## config.mk

```make
export PLATFORM = sky130hd
export DESIGN_NAME = scalar_kalman_smoother_core
export DESIGN_NICKNAME = d
export VERILOG_FILES = /design/src/hdl/sks_pkg.sv /design/src/hdl/scalar_kalman_smoother_core.sv /design/src/hdl/sks_divider.sv
export SDC_FILE = /design/constraint.sdc
export NUM_CORES = 2
export LEC_CHECK = 0
export BUFFER_PORTS_ARGS = -buffer_cell sky130_fd_sc_hd__buf_2
export CORE_UTILIZATION = 45
export CTS_BUF_LIST = sky130_fd_sc_hd__clkbuf_8
export CTS_CLUSTER_DIAMETER = 40
export DETAILED_ROUTE_END_ITERATION = 10
export GPL_TIMING_DRIVEN = 0
export HOLD_SLACK_MARGIN = 0.08
export SKIP_LAST_GASP = 1
export SLEW_MARGIN = 20
export SYNTH_ARGS = -nofsm -noshare
export SYNTH_HDL_FRONTEND = slang
export SYNTH_HIERARCHICAL = 1
export SYNTH_SLANG_ARGS = --single-unit
```

## constraint.sdc

```tcl
create_clock -name clk -period 16.3 [get_ports clk]
set_clock_uncertainty 0.1 [all_clocks]
set_input_delay 1.63 -clock clk [delete_from_list [all_inputs] [get_ports clk]]
set_output_delay 1.63 -clock clk [all_outputs]
set_load 0.03 [all_outputs]
```

## src/hdl/sks_pkg.sv

```systemverilog
`timescale 1ns / 1ps
// ----------------------------------------------------------------------------
// sks_pkg
// Shared widths, register indexes and reset values for the scalar Kalman
// smoother core.
// ----------------------------------------------------------------------------
package sks_pkg;

    localparam int SAMPLE_W = 16;
    localparam int COEF_W   = 32;
    localparam int DEN_W    = COEF_W + 1;
    localparam int CFG_IDX_W = 2;

    typedef logic signed [SAMPLE_W-1:0] sample_t;
    typedef logic [COEF_W-1:0]          coef_t;
    typedef logic [DEN_W-1:0]           den_t;
    typedef logic [CFG_IDX_W-1:0]       cfg_idx_t;

    // Configuration register indexes
    localparam cfg_idx_t CFG_PROCESS_NOISE      = 2'd0;
    localparam cfg_idx_t CFG_MEASURE_NOISE      = 2'd1;
    localparam cfg_idx_t CFG_INITIAL_COVARIANCE = 2'd2;

    // Reset values, Q8.24
    localparam coef_t RESET_PROCESS_NOISE      = 32'd1678;
    localparam coef_t RESET_MEASURE_NOISE      = 32'd838861;
    localparam coef_t RESET_INITIAL_COVARIANCE = 32'd167772160;

    // Divider command
    typedef struct packed {
        logic  start;
        coef_t num;
        den_t  den;
    } div_req_t;

endpackage

```

## src/hdl/scalar_kalman_smoother_core.sv

```systemverilog
`timescale 1ns / 1ps
// ----------------------------------------------------------------------------
// scalar_kalman_smoother_core
// One-dimensional Kalman smoother for signed 16-bit samples, Q8.24 covariance.
// ----------------------------------------------------------------------------
// Each sample transaction runs from acceptance to the result through the
// states PRED, DIVGO, DIV, MUL1, MUL2 and UPD; in_stall stays high for that
// whole time. The bit-serial gain divider, one quotient bit per cycle, runs
// in DIV; one shared multiplier then forms the estimate step and the
// covariance update in MUL1 and MUL2, and UPD writes back the state and
// the result. A finished result sits in an output register, and the next
// sample is accepted while it waits; if it still waits when the next result
// is ready, UPD holds until the receiver takes it. Writes to initial_covariance
// are accepted, but the covariance is loaded only by reset, and reset restores
// that register's reset value.
module scalar_kalman_smoother_core #(
    parameter int FRAC_BITS = 24
) (
    input  logic                           clk,
    input  logic                           rst_n,
    input  logic                           cfg_write,
    input  logic [sks_pkg::CFG_IDX_W-1:0]  cfg_index,
    input  logic [sks_pkg::COEF_W-1:0]     cfg_data,
    input  logic                           in_valid,
    output logic                           in_stall,
    input  logic signed [sks_pkg::SAMPLE_W-1:0] sample,
    output logic                           out_valid,
    input  logic                           out_stall,
    output logic signed [sks_pkg::SAMPLE_W-1:0] estimate_out
);

    localparam int QW = FRAC_BITS + 1;
    localparam int BW = FRAC_BITS + 2;
    localparam int AWID = 33;
    localparam int MW = AWID + BW;
    localparam int ACCW = FRAC_BITS + 19;
    localparam logic [QW-1:0] ONE = {1'b1, {FRAC_BITS{1'b0}}};

    localparam logic [2:0] S_IDLE  = 3'd0;
    localparam logic [2:0] S_PRED  = 3'd1;
    localparam logic [2:0] S_DIVGO = 3'd2;
    localparam logic [2:0] S_DIV   = 3'd3;
    localparam logic [2:0] S_MUL1  = 3'd4;
    localparam logic [2:0] S_MUL2  = 3'd5;
    localparam logic [2:0] S_UPD   = 3'd6;

    logic [2:0]                state_reg, state_next;
    sks_pkg::coef_t            q_reg, r_reg;
    sks_pkg::coef_t            cov_reg, cov_next;
    sks_pkg::sample_t          est_reg, est_next;
    sks_pkg::sample_t          smp_reg;
    sks_pkg::sample_t          out_reg;
    logic                      out_valid_reg, out_valid_next;
    sks_pkg::coef_t            p_reg;
    logic signed [16:0]        diff_reg;
    logic [QW-1:0]             gain_reg;
    logic [QW-1:0]             omg_reg;
    logic                      den_zero_reg;
    logic signed [MW-1:0]      prod_reg;
    logic signed [ACCW-1:0]    acc_reg;

    logic [sks_pkg::DEN_W-1:0] sum_pq;
    sks_pkg::den_t             den;
    sks_pkg::div_req_t         div_req;
    logic                      div_done;
    logic [QW-1:0]             div_quo;
    logic signed [AWID-1:0]    mul_a;
    logic signed [BW-1:0]      mul_b;
    logic signed [MW-1:0]      mul_p;
    logic [18:0]               est_shift;
    logic                      est_round;
    logic                      accept;
    logic                      upd_go;

    assign accept = in_valid && (state_reg == S_IDLE);
    assign upd_go = (state_reg == S_UPD) && !(out_valid_reg && out_stall);

    // Configuration registers
    always_ff @(posedge clk or negedge rst_n)
    begin
        if (!rst_n)
        begin
            q_reg <= sks_pkg::RESET_PROCESS_NOISE;
            r_reg <= sks_pkg::RESET_MEASURE_NOISE;
        end
        else if (cfg_write)
        begin
            unique case (cfg_index)
                sks_pkg::CFG_PROCESS_NOISE:      q_reg <= cfg_data;
                sks_pkg::CFG_MEASURE_NOISE:      r_reg <= cfg_data;
                sks_pkg::CFG_INITIAL_COVARIANCE: ;
                default:                         ;
            endcase
        end
    end

    // Predicted covariance, saturated
    assign sum_pq = {1'b0, cov_reg} + {1'b0, q_reg};
    assign den    = {1'b0, p_reg} + {1'b0, r_reg};

    assign div_req.start = (state_reg == S_DIVGO);
    assign div_req.num   = p_reg;
    assign div_req.den   = den;

    sks_divider #(
        .FRAC_BITS (FRAC_BITS)
    ) u_div (
        .clk      (clk),
        .rst_n    (rst_n),
        .req      (div_req),
        .done     (div_done),
        .quotient (div_quo)
    );

    // Shared multiplier: gain * diff, then p * (1 - gain)
    always_comb
    begin
        if (state_reg == S_MUL2)
        begin
            mul_a = {1'b0, p_reg};
            mul_b = {1'b0, omg_reg};
        end
        else
        begin
            mul_a = {{(AWID-17){diff_reg[16]}}, diff_reg};
            mul_b = {1'b0, gain_reg};
        end
    end
    assign mul_p = mul_a * mul_b;

    // Truncate toward zero: bump negative values that lost fraction bits
    assign est_shift = acc_reg[ACCW-1:FRAC_BITS];
    assign est_round = acc_reg[ACCW-1] && (acc_reg[FRAC_BITS-1:0] != '0);

    always_comb
    begin
        state_next     = state_reg;
        est_next       = est_reg;
        cov_next       = cov_reg;
        out_valid_next = out_valid_reg && out_stall;
        unique case (state_reg)
            S_IDLE:
            begin
                if (accept)
                begin
                    state_next = S_PRED;
                end
            end
            S_PRED:  state_next = S_DIVGO;
            S_DIVGO: state_next = S_DIV;
            S_DIV:
            begin
                if (div_done)
                begin
                    state_next = S_MUL1;
                end
            end
            S_MUL1:  state_next = S_MUL2;
            S_MUL2:  state_next = S_UPD;
            S_UPD:
            begin
                if (upd_go)
                begin
                    est_next       = est_shift[15:0] + 16'(est_round);
                    cov_next       = prod_reg[FRAC_BITS+31:FRAC_BITS];
                    out_valid_next = 1'b1;
                    state_next     = S_IDLE;
                end
            end
            default: state_next = S_IDLE;
        endcase
    end

    always_ff @(posedge clk or negedge rst_n)
    begin
        if (!rst_n)
        begin
            state_reg     <= S_IDLE;
            est_reg       <= '0;
            cov_reg       <= sks_pkg::RESET_INITIAL_COVARIANCE;
            out_valid_reg <= 1'b0;
        end
        else
        begin
            state_reg     <= state_next;
            est_reg       <= est_next;
            cov_reg       <= cov_next;
            out_valid_reg <= out_valid_next;
        end
    end

    // Datapath registers
    always_ff @(posedge clk)
    begin
        if (accept)
        begin
            smp_reg <= sample;
        end
        if (state_reg == S_PRED)
        begin
            p_reg    <= sum_pq[sks_pkg::COEF_W] ? '1 : sum_pq[sks_pkg::COEF_W-1:0];
            diff_reg <= {smp_reg[15], smp_reg} - {est_reg[15], est_reg};
        end
        if (state_reg == S_DIVGO)
        begin
            den_zero_reg <= (den == '0);
        end
        if ((state_reg == S_DIV) && div_done)
        begin
            gain_reg <= den_zero_reg ? '0 : div_quo;
        end
        if (state_reg == S_MUL1)
        begin
            prod_reg <= mul_p;
            omg_reg  <= ONE - gain_reg;
        end
        if (state_reg == S_MUL2)
        begin
            prod_reg <= mul_p;
            acc_reg  <= {{3{est_reg[15]}}, est_reg, {FRAC_BITS{1'b0}}} + prod_reg[ACCW-1:0];
        end
        if (upd_go)
        begin
            out_reg <= est_next;
        end
    end

    assign in_stall     = (state_reg != S_IDLE);
    assign out_valid    = out_valid_reg;
    assign estimate_out = out_reg;

    // Divider finishes only while the sequencer waits on it
    a_div_done_in_div: assert property (@(posedge clk) disable iff (!rst_n)
        div_done |-> (state_reg == S_DIV))
        else $error("divider done outside divide phase");

    // A new result appears only from the update step
    a_out_from_upd: assert property (@(posedge clk) disable iff (!rst_n)
        $rose(out_valid) |-> ($past(state_reg) == S_UPD))
        else $error("result raised without update");

    // One transaction at a time
    a_busy_after_accept: assert property (@(posedge clk) disable iff (!rst_n)
        (in_valid && !in_stall) |=> in_stall)
        else $error("accepted while busy");

    // Scaling by (1 - gain) never grows the covariance
    a_cov_shrinks: assert property (@(posedge clk) disable iff (!rst_n)
        upd_go |=> (cov_reg <= $past(p_reg)))
        else $error("covariance grew in update");

endmodule

```

## src/hdl/sks_divider.sv

```systemverilog
`timescale 1ns / 1ps
// ----------------------------------------------------------------------------
// sks_divider
// Restoring divider for the gain: quotient = floor(num * 2^FRAC_BITS / den),
// one quotient bit per cycle, valid when num <= den.
// ----------------------------------------------------------------------------
module sks_divider #(
    parameter int FRAC_BITS = 24
) (
    input  logic                 clk,
    input  logic                 rst_n,
    input  sks_pkg::div_req_t    req,
    output logic                 done,
    output logic [FRAC_BITS:0]   quotient
);

    localparam int QW = FRAC_BITS + 1;
    localparam int CW = $clog2(QW + 1);

    logic [sks_pkg::DEN_W-1:0]   rem_reg, rem_next;
    logic [sks_pkg::DEN_W-1:0]   den_reg;
    logic [QW-1:0]               quo_reg, quo_next;
    logic [CW-1:0]               cnt_reg, cnt_next;
    logic                        first_reg, first_next;
    logic                        done_reg, done_next;
    logic [sks_pkg::DEN_W:0]     trial;
    logic [sks_pkg::DEN_W:0]     diff;
    logic                        fits;

    // First step compares the numerator itself, later steps shift in a zero
    assign trial = first_reg ? {1'b0, rem_reg} : {rem_reg, 1'b0};
    assign diff  = trial - {1'b0, den_reg};
    assign fits  = (trial >= {1'b0, den_reg});

    always_comb
    begin
        rem_next   = rem_reg;
        quo_next   = quo_reg;
        cnt_next   = cnt_reg;
        first_next = first_reg;
        done_next  = 1'b0;
        if (req.start)
        begin
            rem_next   = {1'b0, req.num};
            quo_next   = '0;
            cnt_next   = CW'(QW);
            first_next = 1'b1;
        end
        else if (cnt_reg != '0)
        begin
            rem_next   = fits ? diff[sks_pkg::DEN_W-1:0] : trial[sks_pkg::DEN_W-1:0];
            quo_next   = {quo_reg[QW-2:0], fits};
            cnt_next   = cnt_reg - CW'(1);
            first_next = 1'b0;
            done_next  = (cnt_reg == CW'(1));
        end
    end

    always_ff @(posedge clk or negedge rst_n)
    begin
        if (!rst_n)
        begin
            cnt_reg   <= '0;
            first_reg <= 1'b0;
            done_reg  <= 1'b0;
        end
        else
        begin
            cnt_reg   <= cnt_next;
            first_reg <= first_next;
            done_reg  <= done_next;
        end
    end

    always_ff @(posedge clk)
    begin
        rem_reg <= rem_next;
        quo_reg <= quo_next;
        if (req.start)
        begin
            den_reg <= req.den;
        end
    end

    assign done     = done_reg;
    assign quotient = quo_reg;

endmodule
```

==> summary.txt <==
OUTCOME
-----------------------------------------------------------------------------------------------
Result of the run ................................................................    completed

LOGIC SYNTHESIS
-----------------------------------------------------------------------------------------------
Count of flip-flops with a built-in enable after synthesis .......................          294
Most area-consuming cells after synthesis ........................................ sky130_fd_sc_hd__fa_1, sky130_fd_sc_hd__edfxtp_1, sky130_fd_sc_hd__inv_1, sky130_fd_sc_hd__ha_1, sky130_fd_sc_hd__dfrtp_1
Distinct cell type count after synthesis .........................................           94
Mapped Avg Cell Area .............................................................    9.70 um^2
Synth area leader ................................................................ sky130_fd_sc_hd__fa_1
Primary flip-flop cell chosen by synthesis mapping ............................... sky130_fd_sc_hd__edfxtp_1
Fraction of post-synthesis cell area in the top cell type by area ................        31.8%
Synth warnings ...................................................................            6
Ys async rst share ...............................................................        27.8%
Net Count, Synth .................................................................         6517
Post-synthesis sequential area ratio .............................................        24.0%
Mapped Cells .....................................................................         5345
Post-Syn Area ....................................................................   51800 um^2
Post-synthesis sequential element count ..........................................          443

STA
-----------------------------------------------------------------------------------------------
Relative slew slack ..............................................................        13.5%
Final-layout worst hold slack ....................................................     0.313 ns
Number of setup violations in the final report ...................................            0
Worst Tran Pin Value .............................................................      1.26 ns
Post-route minimum period ........................................................     13.51 ns
Unrepaired setup endpoints after global routing ..................................        false
Max Clk Rate .....................................................................   0.0740 GHz
Final period utilization .........................................................        82.9%
Final hold vios ..................................................................            0
Fin. max-slew vios ...............................................................            0
Post-Route Setup TNS .............................................................         0 ns

SETUP PATH
-----------------------------------------------------------------------------------------------
Number of cells traversed by the worst register-to-register path .................           30
Cell family with the largest share of critical-path delay ........................  adder cells
Critical path required time ......................................................     16.70 ns
Setup slack of the most critical reg-to-reg path .................................      2.79 ns
Kind of start point of the critical path .........................................     register
Worst setup path startpoint ...................................................... state_reg[2]$_DFFE_PN0P_
Category of the critical setup timing path .......................................   reg -> reg
Cell with the biggest individual delay on the critical path ...................... sky130_fd_sc_hd__mux2i_1
Buffer and inverter count on the worst path ......................................            8
Reg2Reg Launch Point ............................................................. state_reg[2]$_DFFE_PN0P_
Critical path fanouts, max .......................................................           17
Data arrival time of the critical path ...........................................     13.91 ns
Slowest Stage Delay on Critical Path .............................................      0.92 ns
Reg-to-reg endpoint .............................................................. prod_reg[55]$_DFFE_PN_
Cell repeated most along the worst path .......................................... sky130_fd_sc_hd__fa_1
Crit. End Element ................................................................     register

DRT
-----------------------------------------------------------------------------------------------
Length of routed met2 wiring .....................................................     74400 um
Pre-antenna DRT Iters ............................................................            6
Vias after detailed routing ......................................................        39858
Number of nets with antenna violations after routing .............................            0
Detailed route wirelength on metal3 ..............................................     19000 um
Avg Vias per Cell ................................................................         5.60
Average wire length per cell after detail routing ................................      24.8 um
Sum of routed wire length over all layers ........................................    176000 um
First DRT Iteration DRCs .........................................................         3657
DRC violations left ..............................................................            0
Top layer in use .................................................................         met5
Met1 Routed Length ...............................................................     72000 um

FINISH
-----------------------------------------------------------------------------------------------
Flip-flop count of the largest register after layout .............................           56
N_diodes .........................................................................            0
Area added between synthesis and finish ..........................................        9.29%
Total number of nets in the final design .........................................         6704
Share of post-route cells with drive strength above 1 ............................        8.68%
Most frequent standard cell in the layout excluding fill and tap cells ........... sky130_fd_sc_hd__inv_1
Core Util, Final .................................................................        49.6%
Area of all placed cells without fillers .........................................   56600 um^2
Top library cells by usage in the layout, fill and taps aside .................... sky130_fd_sc_hd__inv_1, sky130_fd_sc_hd__fa_1, sky130_fd_sc_hd__nor2_1
Area taken by multi-input logic gates ............................................   34900 um^2
Layout filler cell count .........................................................        10916
Sequential cell area .............................................................   12500 um^2

FLOORPLAN
-----------------------------------------------------------------------------------------------
Number of placed I/O pins ........................................................           73
Vert. Die Dim ....................................................................       341 um
Standard-cell row count ..........................................................          124
Initial Util .....................................................................        45.4%
Horizontal extent of the die .....................................................       341 um
Placeable core region ............................................................  114000 um^2
Overall die area .................................................................  117000 um^2

CLOCK NETWORK
-----------------------------------------------------------------------------------------------
CTS tree .........................................................................        built
Number of cells upsized or downsized after cts ...................................            0
CTS Root Buffer Type ............................................................. sky130_fd_sc_hd__clkbuf_8
Clock input transition at the sequential cells of the worst setup and hold paths .      0.06 ns
Clock net sink count .............................................................          443
Clock tree buffer depth ..........................................................            3
Worst-Skew Late Latency ..........................................................      0.81 ns
Total CTS buffers ................................................................           91
CTS H-tree depth .................................................................            3
Hold_buf cts .....................................................................            0
Post-CTS Setup Inserts ...........................................................            0

HOLD PATH
-----------------------------------------------------------------------------------------------
Depth of the worst hold-timing path ..............................................            0
Worst hold start ................................................................. prod_reg[12]$_DFFE_PN_
Worst min-delay path endpoint .................................................... acc_reg[12]$_DFFE_PN_
Class of the tightest hold or removal check ......................................   reg -> reg

GRT
-----------------------------------------------------------------------------------------------
Total grt overflow ...............................................................            0
Largest net degree at the start of global routing ................................           88
Number of global-route vias before repair ........................................        40789
GRT Util Overall .................................................................        30.8%
First-pass GRT wire length .......................................................    262000 um
Initial antenna violation count ..................................................           10

PLACEMENT
-----------------------------------------------------------------------------------------------
Count of buffers inserted at the top-level ports .................................           72
Gp weighted congestion ...........................................................         1.05
DP Wirelength ....................................................................    144000 um
Placed Instance Area .............................................................   54500 um^2

RUN
-----------------------------------------------------------------------------------------------
Number of maximum-capacitance constraint violations ..............................            0

## worst max path at each step
stage	end	depth (start not counted)
after floorplan	prod_reg[55]$_DFFE_PN_	31
after detailed placement	prod_reg[55]$_DFFE_PN_	31
after global routing	prod_reg[55]$_DFFE_PN_	31
final	prod_reg[55]$_DFFE_PN_	30
after CTS	prod_reg[55]$_DFFE_PN_	31
after global placement	prod_reg[55]$_DFFE_PN_	31
## layout make-up
type                       instances  share of cell area (%)
buffer                           207                    1.51
clock buffer                     100                    2.43
clock inverter                    72                    1.31
inverter                         994                    6.59
multi-input combinational       3701                    61.7
sequential                       443                    22.0
tap                             1512                    3.34
timing repair buffer              94                    1.14
## worst register-to-register path: cells and delay by family, from the launching register on
kind                       cells  cell delay, ns
adders and majority gates      8            3.66
AOI/OAI and AO/OA              7            3.20
buffers and inverters          8            2.77
and+or+nand+nor                5            1.91
muxes                          1            0.93
DFF                            1            0.39
xor gates and xnor gates       1            0.34
## Yosys cell counts, drive strengths merged (31+ instances only)
| cell type | instances |
|---|---|
| nand3 | 51 |
| nor3 | 44 |
| xnor2 | 128 |
| mux2 | 128 |
| xor2 | 74 |
| inv | 993 |
| dfrtp | 104 |
| buf | 31 |
| clkbuf | 174 |
| fa | 824 |
| nand2 | 580 |
| o21a | 33 |
| edfxtp | 294 |
| a21oi | 190 |
| o21ai | 99 |
| nor2 | 656 |
| mux2i | 41 |
| nor2b | 49 |
| ha | 293 |
| a21o | 100 |
## logic make-up (layout without fill, tap and decap cells)
logic type / after synthesis / in the layout / share of synthesized area [%]
compound gates: 640 / 640 / 8.26
xor+xnor: 202 / 202 / 3.41
fa+ha+maj: 1117 / 1117 / 38.9
buf+inv: 1201 / 1467 / 8.85
flops: 443 / 443 / 24.0
mux: 169 / 169 / 3.57
simple gates: 1573 / 1573 / 13.0
## metal layers
layer	up-vias	global-route usage [%]
li1	17322	-
met1	19983	42.2
met2	2071	45.2
met3	476	7.87
met4	6	16.0
met5	-	0
## stage by stage
stage	worst slack (ns)	cells
floorplan	4.25	5345
global placement	-3.41	6929
detailed placement	3.36	6951
CTS	3.27	7123
global route	2.62	7123
finish	2.79	7123
Power is left out: the tool's default activity adds up to more than one toggle a clock period on the data nets, which glitch-free logic cannot reach.
